**src/rtl/pws_pkg.sv**
```systemverilog
`timescale 1ns / 1ps
`default_nettype none

package pws_pkg;

	localparam int PALETTE_ENTRIES_DEF = 256;
	localparam int LVL_W = 8;
	localparam int IDX_W = 8;
	localparam int NCH = 3;
	localparam int RGB_W = NCH * LVL_W;
	localparam int CFG_IDX_W = 1;

	localparam logic [CFG_IDX_W-1:0] CFG_WINDOW_START = 1'b0;
	localparam logic [CFG_IDX_W-1:0] CFG_WINDOW_END = 1'b1;

	localparam logic [LVL_W-1:0] WIN_START_RST = 8'd0;
	localparam logic [LVL_W-1:0] WIN_END_RST = 8'd255;

	typedef enum logic {
		OP_WRITE = 1'b0,
		OP_QUERY = 1'b1
	} op_t;

	typedef enum logic [1:0] {
		CLS_WINDOW = 2'd0,
		CLS_LOW = 2'd1,
		CLS_HIGH = 2'd2
	} cls_t;

	typedef struct packed {
		op_t operation;
		logic [IDX_W-1:0] entry_index;
		logic [LVL_W-1:0] red_in;
		logic [LVL_W-1:0] green_in;
		logic [LVL_W-1:0] blue_in;
	} in_item_t;

	typedef struct packed {
		logic [IDX_W-1:0] entry_out;
		logic [LVL_W-1:0] red_out;
		logic [LVL_W-1:0] green_out;
		logic [LVL_W-1:0] blue_out;
	} out_item_t;

	// sideband carried through the index divider
	typedef struct packed {
		op_t op;
		logic [IDX_W-1:0] idx;
		logic [RGB_W-1:0] rgb;
		cls_t cls;
		logic [LVL_W-1:0] d;
	} mid_t;

endpackage

`default_nettype wire

```
**src/rtl/pws_div_pipe.sv**
```systemverilog
`timescale 1ns / 1ps
`default_nettype none

// Restoring divider, one quotient bit per stage. Requires in_hi < in_div.
module pws_div_pipe #(
	parameter int QW = 8,
	parameter int LANES = 1,
	parameter int SW = 1
) (
	input  logic clk,
	input  logic arst_n,
	input  logic en,
	input  logic in_valid,
	input  logic [LANES-1:0][pws_pkg::LVL_W-1:0] in_hi,
	input  logic [LANES-1:0][QW-1:0] in_lo,
	input  logic [pws_pkg::LVL_W-1:0] in_div,
	input  logic [SW-1:0] in_side,
	output logic out_valid,
	output logic [LANES-1:0][QW-1:0] out_quo,
	output logic [LANES-1:0][pws_pkg::LVL_W-1:0] out_rem,
	output logic [SW-1:0] out_side
);

	logic vld_s [1:QW];
	logic [LANES-1:0][pws_pkg::LVL_W-1:0] rem_s [1:QW];
	logic [LANES-1:0][QW-1:0] lo_s [1:QW];
	logic [pws_pkg::LVL_W-1:0] div_s [1:QW];
	logic [SW-1:0] side_s [1:QW];

	for (genvar k = 0; k < QW; k++) begin : g_step
		logic cur_vld;
		logic [LANES-1:0][pws_pkg::LVL_W-1:0] cur_rem;
		logic [LANES-1:0][QW-1:0] cur_lo;
		logic [pws_pkg::LVL_W-1:0] cur_div;
		logic [SW-1:0] cur_side;
		logic [LANES-1:0][pws_pkg::LVL_W-1:0] nxt_rem;
		logic [LANES-1:0][QW-1:0] nxt_lo;

		if (k == 0) begin : g_first
			assign cur_vld = in_valid;
			assign cur_rem = in_hi;
			assign cur_lo = in_lo;
			assign cur_div = in_div;
			assign cur_side = in_side;
		end else begin : g_rest
			assign cur_vld = vld_s[k];
			assign cur_rem = rem_s[k];
			assign cur_lo = lo_s[k];
			assign cur_div = div_s[k];
			assign cur_side = side_s[k];
		end

		always_comb begin
			logic [pws_pkg::LVL_W:0] t;
			logic ge;
			for (int l = 0; l < LANES; l++) begin
				t = {cur_rem[l], cur_lo[l][QW-1]};
				ge = (t >= {1'b0, cur_div});
				nxt_rem[l] = ge ? pws_pkg::LVL_W'(t - {1'b0, cur_div})
						: t[pws_pkg::LVL_W-1:0];
				nxt_lo[l] = {cur_lo[l][QW-2:0], ge};
			end
		end

		always_ff @(posedge clk or negedge arst_n) begin
			if (!arst_n) begin
				vld_s[k+1] <= 1'b0;
			end else if (en) begin
				vld_s[k+1] <= cur_vld;
			end
		end

		always_ff @(posedge clk) begin
			if (en) begin
				rem_s[k+1] <= nxt_rem;
				lo_s[k+1] <= nxt_lo;
				div_s[k+1] <= cur_div;
				side_s[k+1] <= cur_side;
			end
		end
	end

	assign out_valid = vld_s[QW];
	assign out_quo = lo_s[QW];
	assign out_rem = rem_s[QW];
	assign out_side = side_s[QW];

endmodule

`default_nettype wire

```
**config.mk**
```make
export PLATFORM = sky130hd
export DESIGN_NAME = pws_div_pipe
export DESIGN_NICKNAME = d
export VERILOG_FILES = /design/src/rtl/pws_pkg.sv /design/src/rtl/pws_div_pipe.sv
export SDC_FILE = /design/constraint.sdc
export NUM_CORES = 1
export LEC_CHECK = 0
export BUFFER_PORTS_ARGS = -buffer_cell sky130_fd_sc_hd__buf_2
export CORE_ASPECT_RATIO = 1.75
export CORE_MARGIN = 1
export CORE_UTILIZATION = 39
export DETAILED_ROUTE_END_ITERATION = 8
export HOLD_SLACK_MARGIN = 0.1
export PLACE_DENSITY_LB_ADDON = 0.1
export SLEW_MARGIN = 5
export SYNTH_ARGS = -nofsm -noshare
export SYNTH_HDL_FRONTEND = slang
export SYNTH_SLANG_ARGS = --single-unit
```
**constraint.sdc**
```tcl
create_clock -name clk -period 5.7 [get_ports clk]
set_input_delay 0.285 -clock clk [delete_from_list [all_inputs] [get_ports clk]]
set_output_delay 0.285 -clock clk [all_outputs]
set_load 0.01 [all_outputs]
```
==> impl_metrics.py, run 1 <==
metrics = {
    "run_status": {
        "status": "complete, no violations",
    },
    "critical_path": {
        "worstSetupPathType": "in2reg",
        "startpoint_type": "primary input",
        "endpoint_kind": "register",
        "crit_required_ps": 5900,
        "reg2reg_slack_ps": 3210,
        "cp_max_fo": 8,
        "r2r_cells": 6,
        "worst_ep_arrival_time_ps": 2740,
    },
    "global_routing": {
        "antenna_found_initial": 0,
        "grt_max_degree": 92,
        "grt.overflow.total": 0,
        "grt_pass1_vias": 6480,
        "grt_pass1_wl_um": 29900,
        "grt_usage_pct": 15.5,
    },
    "final_layout": {
        "diodes": 0,
        "fin_cells": 1145,
        "syn2layout_area_growth_pct": 13.4,
        "fillerInstances": 2262,
        "final_area_mm2": 0.0113,
        "final_common_cell": "edfxtp_1",
        "most-common-layout-cells": "edfxtp_1 (192), inv_1 (92), ha_1 (64)",
        "fin_util_pct": 45.3,
        "drive_gt1_share_pct": 15.6,
        "final_nets": 921,
    },
    "timing": {
        "tightest_slew_ps": 741,
        "fin_tns_setup_ps": 0,
        "period_minus_slack_ps": 2540,
        "finalCritPeriodShare_pct": 44.5,
        "timing.hold.ws_ps": 167,
        "slew_headroom_pct": 50.3,
        "max_freq_mhz": 394,
        "fin_ws_ps": 3160,
        "drv_slew": 0,
        "setup_viol": 0,
        "hold_violations": 0,
        "skew_ps": 7.54,
        "rsz0062_at_grt": "false",
    },
    "floorplanning": {
        "die_h_um": 213,
        "rows": 76,
        "initial_core_util_pct": 40.0,
        "die_w_um": 123,
        "io_pins": 47,
        "core_mm2": 0.0248,
        "die_area_mm2": 0.0261,
    },
    "placement": {
        "place_inst": 1095,
        "port_buffers": 46,
        "place_area_mm2": 0.0105,
        "globalplace.congestion": 0.833,
        "dpl.hpwl_um": 13700,
        "place_ws_ps": 3220,
    },
    "power": {
        "powerDensity_mw_per_mm2": 440,
        "comb_power_share_pct": 34.5,
        "fin_total_pwr_mw": 4.96,
        "vdd.ir_drop.worst_v": 0.000222,
        "switching_power_mw": 1.58,
        "clkPwrFrac_pct": 22.8,
        "switching_share_pct": 32.0,
        "p_leak_nw": 4.51,
        "internal_power_mw": 3.37,
        "power_frac_seq_pct": 42.7,
    },
    "clocking": {
        "cts_hold_buf": 18,
        "cts_tree": "yes",
        "cts-root-buf": "clkbuf_16",
        "cts.sinks": 200,
        "post-cts-setup-buffer-count": 0,
        "cts_buffers": 17,
        "cts_resized": 0,
        "cts.clk_slew.worst_paths_ps": 70,
        "htreeDepth": 4,
        "clock_path_buffers": 2,
        "clk_latency_ps": 450,
    },
    "run": {
        "max-cap-violations": 0,
    },
    "yosys": {
        "synth_ff_type": "edfxtp_1",
        "synth_area_leader_cell": "edfxtp_1",
        "syn-num-nets": 841,
        "netlist.area_leader.share_pct": 58.1,
        "ys_warn_count": 0,
        "syn-cell-area_mm2": 0.00992,
        "synthTopCellsByArea": "edfxtp_1 (58%), ha_1 (8.1%), mux2_2 (3.5%)",
        "syn_inst": 740,
        "avgSynthCellArea_um2": 13.4,
        "ys_seq_area_share_pct": 60.1,
        "async_flop_share_pct": 4.00,
        "synth.distinct_cells": 55,
        "synth-seq-cells": 200,
        "synth_edf_count": 192,
    },
    "drt": {
        "drt-total-wl_um": 18600,
        "vias": 5988,
        "wire_per_inst_um": 16.2,
        "vias_per_cell": 5.23,
        "dr.pass1.iters": 5,
        "drc_errors": 0,
        "postRouteAntennaNets": 0,
        "dr.first_iter.drc_count": 286,
    },
    "worst_hold_path": {
        "holdCritPathClass": "in2reg",
        "hold_depth": 2,
    },
}
-- power groups by stage --
stage	Sequential, mW	Combinational (mW)	Clock, mW
finish	2.12	1.71	1.13
global route	2.15	1.88	1.22
CTS	2.12	1.72	1.16
detailed placement	2.15	1.70	0
global placement	2.14	1.63	0
floorplan	2.13	1.27	0
-- metal layers --
metal,global-route usage [%],vias up,wire length [um]
li1,-,2912,-
met1,11.5,2938,5760
met2,33.0,98,11700
met3,3.29,40,367
met4,9.17,0,727
met5,0,-,0
-- worst max-delay path: stages --
cell and delay (ps):
dlygate4sd3_1 520, buf_2 110, inv_1 40, ha_1 340
a21oi_2 200, o21ai_0 120, a21boi_0 300, a21boi_4 430
mux2_2 390
-- kinds of logic after synthesis --
logic type	count (synthesis)	share of synthesized area (%)
muxes	44	4.83
DFF	200	60.1
xor gates and xnor gates	22	1.94
buffers and inverters	97	3.78
adders and majority gates	72	9.69
AOI/OAI and AO/OA	164	12.5
and+or+nand+nor	141	7.15
-- registers in the layout, summed over array words and instances (netlist names) --
signal          flops
div_s              56
g_step.cur_vld      7
lo_s               64
out_valid           1
rem_s              64
side_s              8
-- cells in the mapped netlist (2+ instances only) --
cell type / number
nor3b_1: 2
a21o_1: 17
a21oi_1: 14
fa_1: 8
xor2_1: 8
nor2b_1: 20
xnor2_1: 14
o21ai_0: 30
nor3_1: 17
a31o_2: 2
o31a_1: 9
nor2_1: 29
nand3_1: 8
o31ai_1: 10
nand2_1: 33
a21boi_4: 3
a311o_1: 2
o21bai_1: 6
o21a_1: 31
a211oi_1: 4
edfxtp_1: 192
nor4_1: 4
a31oi_1: 3
a21boi_2: 6
o22ai_1: 3
a221oi_1: 8
clkbuf_1: 2
o41ai_1: 2
ha_1: 64
a21oi_2: 3
or4_1: 3
o21ba_2: 3
or2_2: 3
mux2i_1: 13
mux2_2: 31
and3_1: 7
dfrtp_1: 8
buf_4: 3
nand4_1: 7
nand2b_1: 2
inv_1: 92
-- area by class of cell --
cell class | instances | area [um2] | area share, %
Multi-Input combinational cell | 443 | 3580 | 31.8
Clock inverter | 9 | 68.8 | 0.612
Tap cell | 312 | 390 | 3.47
Inverter | 92 | 345 | 3.07
Sequential cell | 200 | 5970 | 53.0
Clock buffer | 23 | 469 | 4.17
Timing Repair Buffer | 66 | 434 | 3.86
-- worst paths after layout --
check / endpoint / startpoint
max in group asynchronous: g_step[1].cur_vld / arst_n
hold / removal: rem_s[0][10] / in_hi[1]
min in group asynchronous: out_valid / arst_n
setup reg to reg: rem_s[0][60] / rem_s[0][53]
setup / recovery: rem_s[0][11] / in_div[6]
hold reg to reg: lo_s[3][4] / lo_s[2][3]
(Power assumes the default switching activity.)
==> run 2: changes to the inputs <==
==> constraint.sdc (replaced) <==
create_clock -name clk -period 2.2 [get_ports clk]
set_input_delay 0.11 -clock clk [delete_from_list [all_inputs] [get_ports clk]]
set_output_delay 0.11 -clock clk [all_outputs]
set_load 0.01 [all_outputs]
==> run 2 against run 1 <==
Largest power group unchanged. Critical path depth is 2 lower. Clock skew is essentially flat. Register-to-register slack got worse by 3200 ps. Wire length grew 7.8%. Core utilization is 3.6 points higher. Via count increased by 5.1%. Sequential power grew to 2.6 times the previous value. Critical path type is now reg2reg. Global-route usage increased by 1.2 points. The flow now finishes with violations (negative setup slack).
==> impl_metrics.py, run 2 (synthesized netlist as in run 1, its figures left out) <==
metrics = {
    "critical_path": {
        "r2r-start": "div_s[0][30]",
        "worstSetupPathType": "reg2reg",
        "endpoint_kind": "register",
        "worst_ep_arrival_time_ps": 2410,
        "cp_max_fo": 6,
        "crit_required_ps": 2400,
        "reg2reg_slack_ps": -7,
        "critPathLaunch": "div_s[0][30]",
        "r2r_cells": 7,
        "startpoint_type": "register",
        "worst_r2r_endpoint": "rem_s[0][38]",
    },
    "timing": {
        "hold_violations": 0,
        "setup_viol": 1,
        "max_freq_mhz": 453,
        "fin_ws_ps": -7.31,
        "tightest_slew_ps": 531,
        "rsz0062_at_grt": "true",
        "finalCritPeriodShare_pct": 100,
        "skew_ps": 8.00,
        "period_minus_slack_ps": 2210,
        "drv_slew": 0,
        "slew_headroom_pct": 64.2,
    },
    "global_routing": {
        "grt_pass1_wl_um": 31900,
        "antenna_found_initial": 0,
        "grt_pass1_vias": 6784,
        "grt_usage_pct": 16.7,
        "grt_max_degree": 56,
        "grt.overflow.total": 0,
    },
    "clocking": {
        "clk_latency_ps": 450,
        "cts_buffers": 17,
        "cts-root-buf": "clkbuf_16",
        "htreeDepth": 4,
        "cts.sinks": 200,
        "clock_path_buffers": 2,
        "cts.clk_slew.worst_paths_ps": 70,
        "cts_tree": "yes",
    },
    "drt": {
        "dr.pass1.iters": 4,
        "postRouteAntennaNets": 0,
        "vias": 6296,
        "wire_per_inst_um": 16.6,
        "vias_per_cell": 5.20,
        "drt-total-wl_um": 20000,
        "drc_errors": 0,
        "dr.first_iter.drc_count": 339,
    },
    "placement": {
        "globalplace.congestion": 0.901,
        "place_ws_ps": -80.0,
        "place_inst": 1140,
        "place_area_mm2": 0.0109,
        "dpl.hpwl_um": 14700,
        "port_buffers": 46,
    },
    "floorplanning": {
        "rows": 76,
        "core_mm2": 0.0248,
        "initial_core_util_pct": 40.0,
        "io_pins": 47,
        "die_h_um": 213,
        "die_w_um": 123,
        "die_area_mm2": 0.0261,
    },
    "power": {
        "p_leak_nw": 4.92,
        "powerDensity_mw_per_mm2": 1170,
        "vdd.ir_drop.worst_v": 0.000579,
    },
    "final_layout": {
        "final_area_mm2": 0.0122,
        "syn2layout_area_growth_pct": 22.5,
        "diodes": 0,
        "fillerInstances": 2150,
        "top_regs": "lo_s: 64 flops, rem_s: 64 flops, div_s: 56 flops",
        "final_nets": 986,
        "most-common-layout-cells": "edfxtp_1 (192), inv_1 (90), ha_1 (53), buf_4 (53), buf_2 (45)",
        "ff_latch_area_mm2": 0.00597,
        "drive_gt1_share_pct": 25.1,
        "multi_input_area_mm2": 0.00381,
        "final_common_cell": "edfxtp_1",
        "fin_cells": 1210,
    },
    "run": {
        "max-cap-violations": 0,
    },
    "worst_hold_path": {
        "hold_start": "in_div[1]",
        "holdCritPathClass": "in2reg",
        "hold_path_end": "rem_s[0][9]",
        "hold_depth": 3,
    },
    "run_status": {
        "status": "finished, violations left",
        "violations": "negative setup slack",
    },
}
[run 2: worst max path at each step]
stage              endpoint  slack, ps  depth (start not counted)
2_1_floorplan  rem_s[0][38]         90                          7
3_3_place_gp   rem_s[0][70]        -30                          6
3_5_place_dp   rem_s[0][68]        -80                          6
4_1_cts        rem_s[0][50]        -10                          7
5_1_grt        rem_s[0][53]        -90                          7
6_report       rem_s[0][38]         -7                          7
[run 2: metal layers]
| metal | track usage [%] | vias up | routed length, um |
|---|---|---|---|
| li1 | - | 3038 | - |
| met1 | 12.2 | 3082 | 5860 |
| met2 | 36.5 | 128 | 12900 |
| met3 | 3.93 | 48 | 553 |
| met4 | 8.03 | 0 | 773 |
| met5 | 0 | - | 0 |
[run 2: area by class of cell]
cell class              instances  area share (%)
multi-input cells             443            31.4
repair buffers                131            8.14
clock buffers                  18            3.53
flip-flops and latches        200            49.1
clock inverters                14            1.81
inverters                      92            2.84
well taps                     312            3.21
[run 2: where the power goes]
group	switching, mW	internal (mW)
combinational	2.61	2.63
clock	1.42	2.03
sequential	0.347	5.18
total	4.38	9.84
[run 2: per-stage QoR]
step / utilization (%) / TNS, ps / power, mW / hold slack [ps]
2_1_floorplan: - / 0 / 8.81 / -186
6_report: 49.0 / -7.31 / 14.2 / 185
3_5_place_dp: 44.0 / -772 / 10.4 / -40.3
4_1_cts: 47.8 / -36.1 / 14.0 / 122
3_3_place_gp: 44.0 / -151 / 10.2 / -50.2
5_1_grt: 49.0 / -899 / 15.0 / 175
[run 2: worst max-delay path, cell delays in order (launching register included)]
cell and delay [ps]:
edfxtp_1 410, inv_2 100, ha_4 210, a21o_1 190, o21bai_4 170, a21boi_2 170
a21boi_4 340, mux2_2 380
[run 2: what timing repair did]
item / 4_1_cts / 5_1_grt
gates resized for setup: 8 / 42
hold buffers: 27 / 0
endpoints found under the setup margin: 18 / 47
pin swaps: 2 / 12
setup buffers: 1 / 10
endpoints found under the hold margin: 33 / 0
==> run 3: changes to the inputs <==
--- a/config.mk
+++ b/config.mk
@@ -11,7 +11,7 @@
 export CORE_UTILIZATION = 39
 export DETAILED_ROUTE_END_ITERATION = 8
 export HOLD_SLACK_MARGIN = 0.1
-export PLACE_DENSITY_LB_ADDON = 0.1
+export PLACE_DENSITY = 0.56
 export SLEW_MARGIN = 5
 export SYNTH_ARGS = -nofsm -noshare
 export SYNTH_HDL_FRONTEND = slang
==> run 3 against run 2 <==
The flow now finishes without violations. Maximum frequency grew 0.85%. Final cell count fell by 0.33%. Register-to-register slack improved by 20 ps. Non-clock buffer count fell by 4. Hold slack improved by 130 ps. Sequential power hardly changed. First-iteration DRC count rose by 12%. Highest routed layer unchanged.
==> impl_metrics.py, run 3 (synthesized netlist as in run 1, its figures left out) <==
metrics = {
    "clocking": {
        "clk_latency_ps": 450,
        "cts_tree": "yes",
        "clock_path_buffers": 2,
        "cts-root-buf": "clkbuf_16",
        "cts.sinks": 200,
        "cts.clk_slew.worst_paths_ps": 70,
        "cts_buffers": 17,
        "htreeDepth": 4,
    },
    "floorplanning": {
        "die_h_um": 213,
        "die_w_um": 123,
        "io_pins": 47,
        "rows": 76,
        "initial_core_util_pct": 40.0,
        "die_area_mm2": 0.0261,
        "core_mm2": 0.0248,
    },
    "final_layout": {
        "multi_input_area_mm2": 0.00388,
        "final_nets": 982,
        "fin_util_pct": 49.0,
        "final_common_cell": "edfxtp_1",
        "most-common-layout-cells": "edfxtp_1 (192), inv_1 (89), ha_1 (49)",
        "ff_latch_area_mm2": 0.00597,
        "top_regs": "lo_s: 64 flops, rem_s: 64 flops, div_s: 56 flops",
        "fillerInstances": 2146,
        "final_area_mm2": 0.0122,
        "syn2layout_area_growth_pct": 22.6,
        "diodes": 0,
        "drive_gt1_share_pct": 25.2,
    },
    "timing": {
        "tightest_slew_ps": 521,
        "skew_ps": 9.36,
        "fin_tns_setup_ps": 0,
        "setup_viol": 0,
        "slew_headroom_pct": 64.9,
        "max_freq_mhz": 457,
        "fin_ws_ps": 11.2,
        "rsz0062_at_grt": "true",
        "drv_slew": 0,
        "period_minus_slack_ps": 2190,
        "finalCritPeriodShare_pct": 99.5,
        "hold_violations": 0,
    },
    "global_routing": {
        "grt.overflow.total": 0,
        "grt_pass1_wl_um": 31000,
        "grt_max_degree": 70,
        "grt_usage_pct": 15.9,
        "antenna_found_initial": 0,
        "grt_pass1_vias": 6742,
    },
    "placement": {
        "place_area_mm2": 0.0108,
        "port_buffers": 46,
        "dpl.hpwl_um": 13900,
        "globalplace.congestion": 0.908,
        "place_ws_ps": -113,
    },
    "drt": {
        "postRouteAntennaNets": 0,
        "drt-total-wl_um": 19300,
        "drc_errors": 0,
        "dr.first_iter.drc_count": 378,
        "vias_per_cell": 5.23,
        "wire_per_inst_um": 16.0,
        "dr.pass1.iters": 4,
        "vias": 6309,
    },
    "critical_path": {
        "cp_max_fo": 2,
        "startpoint_type": "register",
        "crit_required_ps": 2400,
        "worstSetupPathType": "reg2reg",
        "endpoint_kind": "register",
        "worst_ep_arrival_time_ps": 2390,
    },
    "power": {
        "fin_total_pwr_mw": 14.1,
        "switching_power_mw": 4.45,
        "power_frac_seq_pct": 39.2,
        "p_leak_nw": 4.89,
        "comb_power_share_pct": 38.3,
        "clkPwrFrac_pct": 22.5,
        "internal_power_mw": 9.65,
        "vdd.ir_drop.worst_v": 0.000618,
        "powerDensity_mw_per_mm2": 1160,
        "switching_share_pct": 31.5,
    },
    "run_status": {
        "status": "complete, no violations",
    },
    "run": {
        "max-cap-violations": 0,
    },
    "worst_hold_path": {
        "holdCritPathClass": "in2reg",
    },
}
## run 3: final timing paths
path	startpoint	endpoint	slack (ps)	cells after the start
min in group asynchronous	arst_n	g_step[6].cur_vld	620	3
hold / removal	in_hi[7]	rem_s[0][15]	320	4
max in group asynchronous	arst_n	g_step[4].cur_vld	1320	3
setup reg to reg	lo_s[5][7]	rem_s[0][54]	10	8
hold reg to reg	lo_s[2][3]	lo_s[3][4]	420	0
setup / recovery	lo_s[5][7]	rem_s[0][54]	10	8
## run 3: repair_timing
item | in CTS | in global routing
pin swaps | 4 | 15
gates resized for setup | 18 | 48
endpoints found under the setup margin | 25 | 45
endpoints found under the hold margin | 47 | 0
hold buffers | 28 | 0
buffers inserted | 7 | 10
## run 3: per-stage QoR
step	hold WS (ps)	cells
after global placement	-53.1	1129
after detailed placement	-44.3	1129
after CTS	290	1196
after global routing	337	1206
after floorplan	-186	740
final	320	1206
## run 3: area by class of cell
type	instances	share of cell area (%)
well taps	312	3.21
clock buffers	18	3.53
multi-input cells	443	32.0
repair buffers	127	8.05
inverters	92	2.84
flip-flops and latches	200	49.1
clock inverters	14	1.35
## run 3: per-layer routing
layer	vias up	global-route usage [%]	wire length [um]
met2	123	33.3	11900
met4	0	9.42	757
met1	3097	12.5	6220
met5	-	0	0
li1	3040	-	-
met3	49	3.21	426
## run 3: power by group through the flow
stage,sequential [mW],clock (mW),combinational (mW)
final,5.53,3.17,5.39
after global routing,5.61,3.40,5.89
after CTS,5.50,3.27,4.97
after detailed placement,5.58,0,4.70
after global placement,5.56,0,4.49
after floorplan,5.52,0,3.30
## run 3: critical path, stage by stage (launching register included)
cell      delay [ps]
edfxtp_1         370
inv_1             90
ha_2             200
fa_2             220
nor2b_2           50
o31a_1           250
buf_4            140
a311o_1          340
mux2_4           270
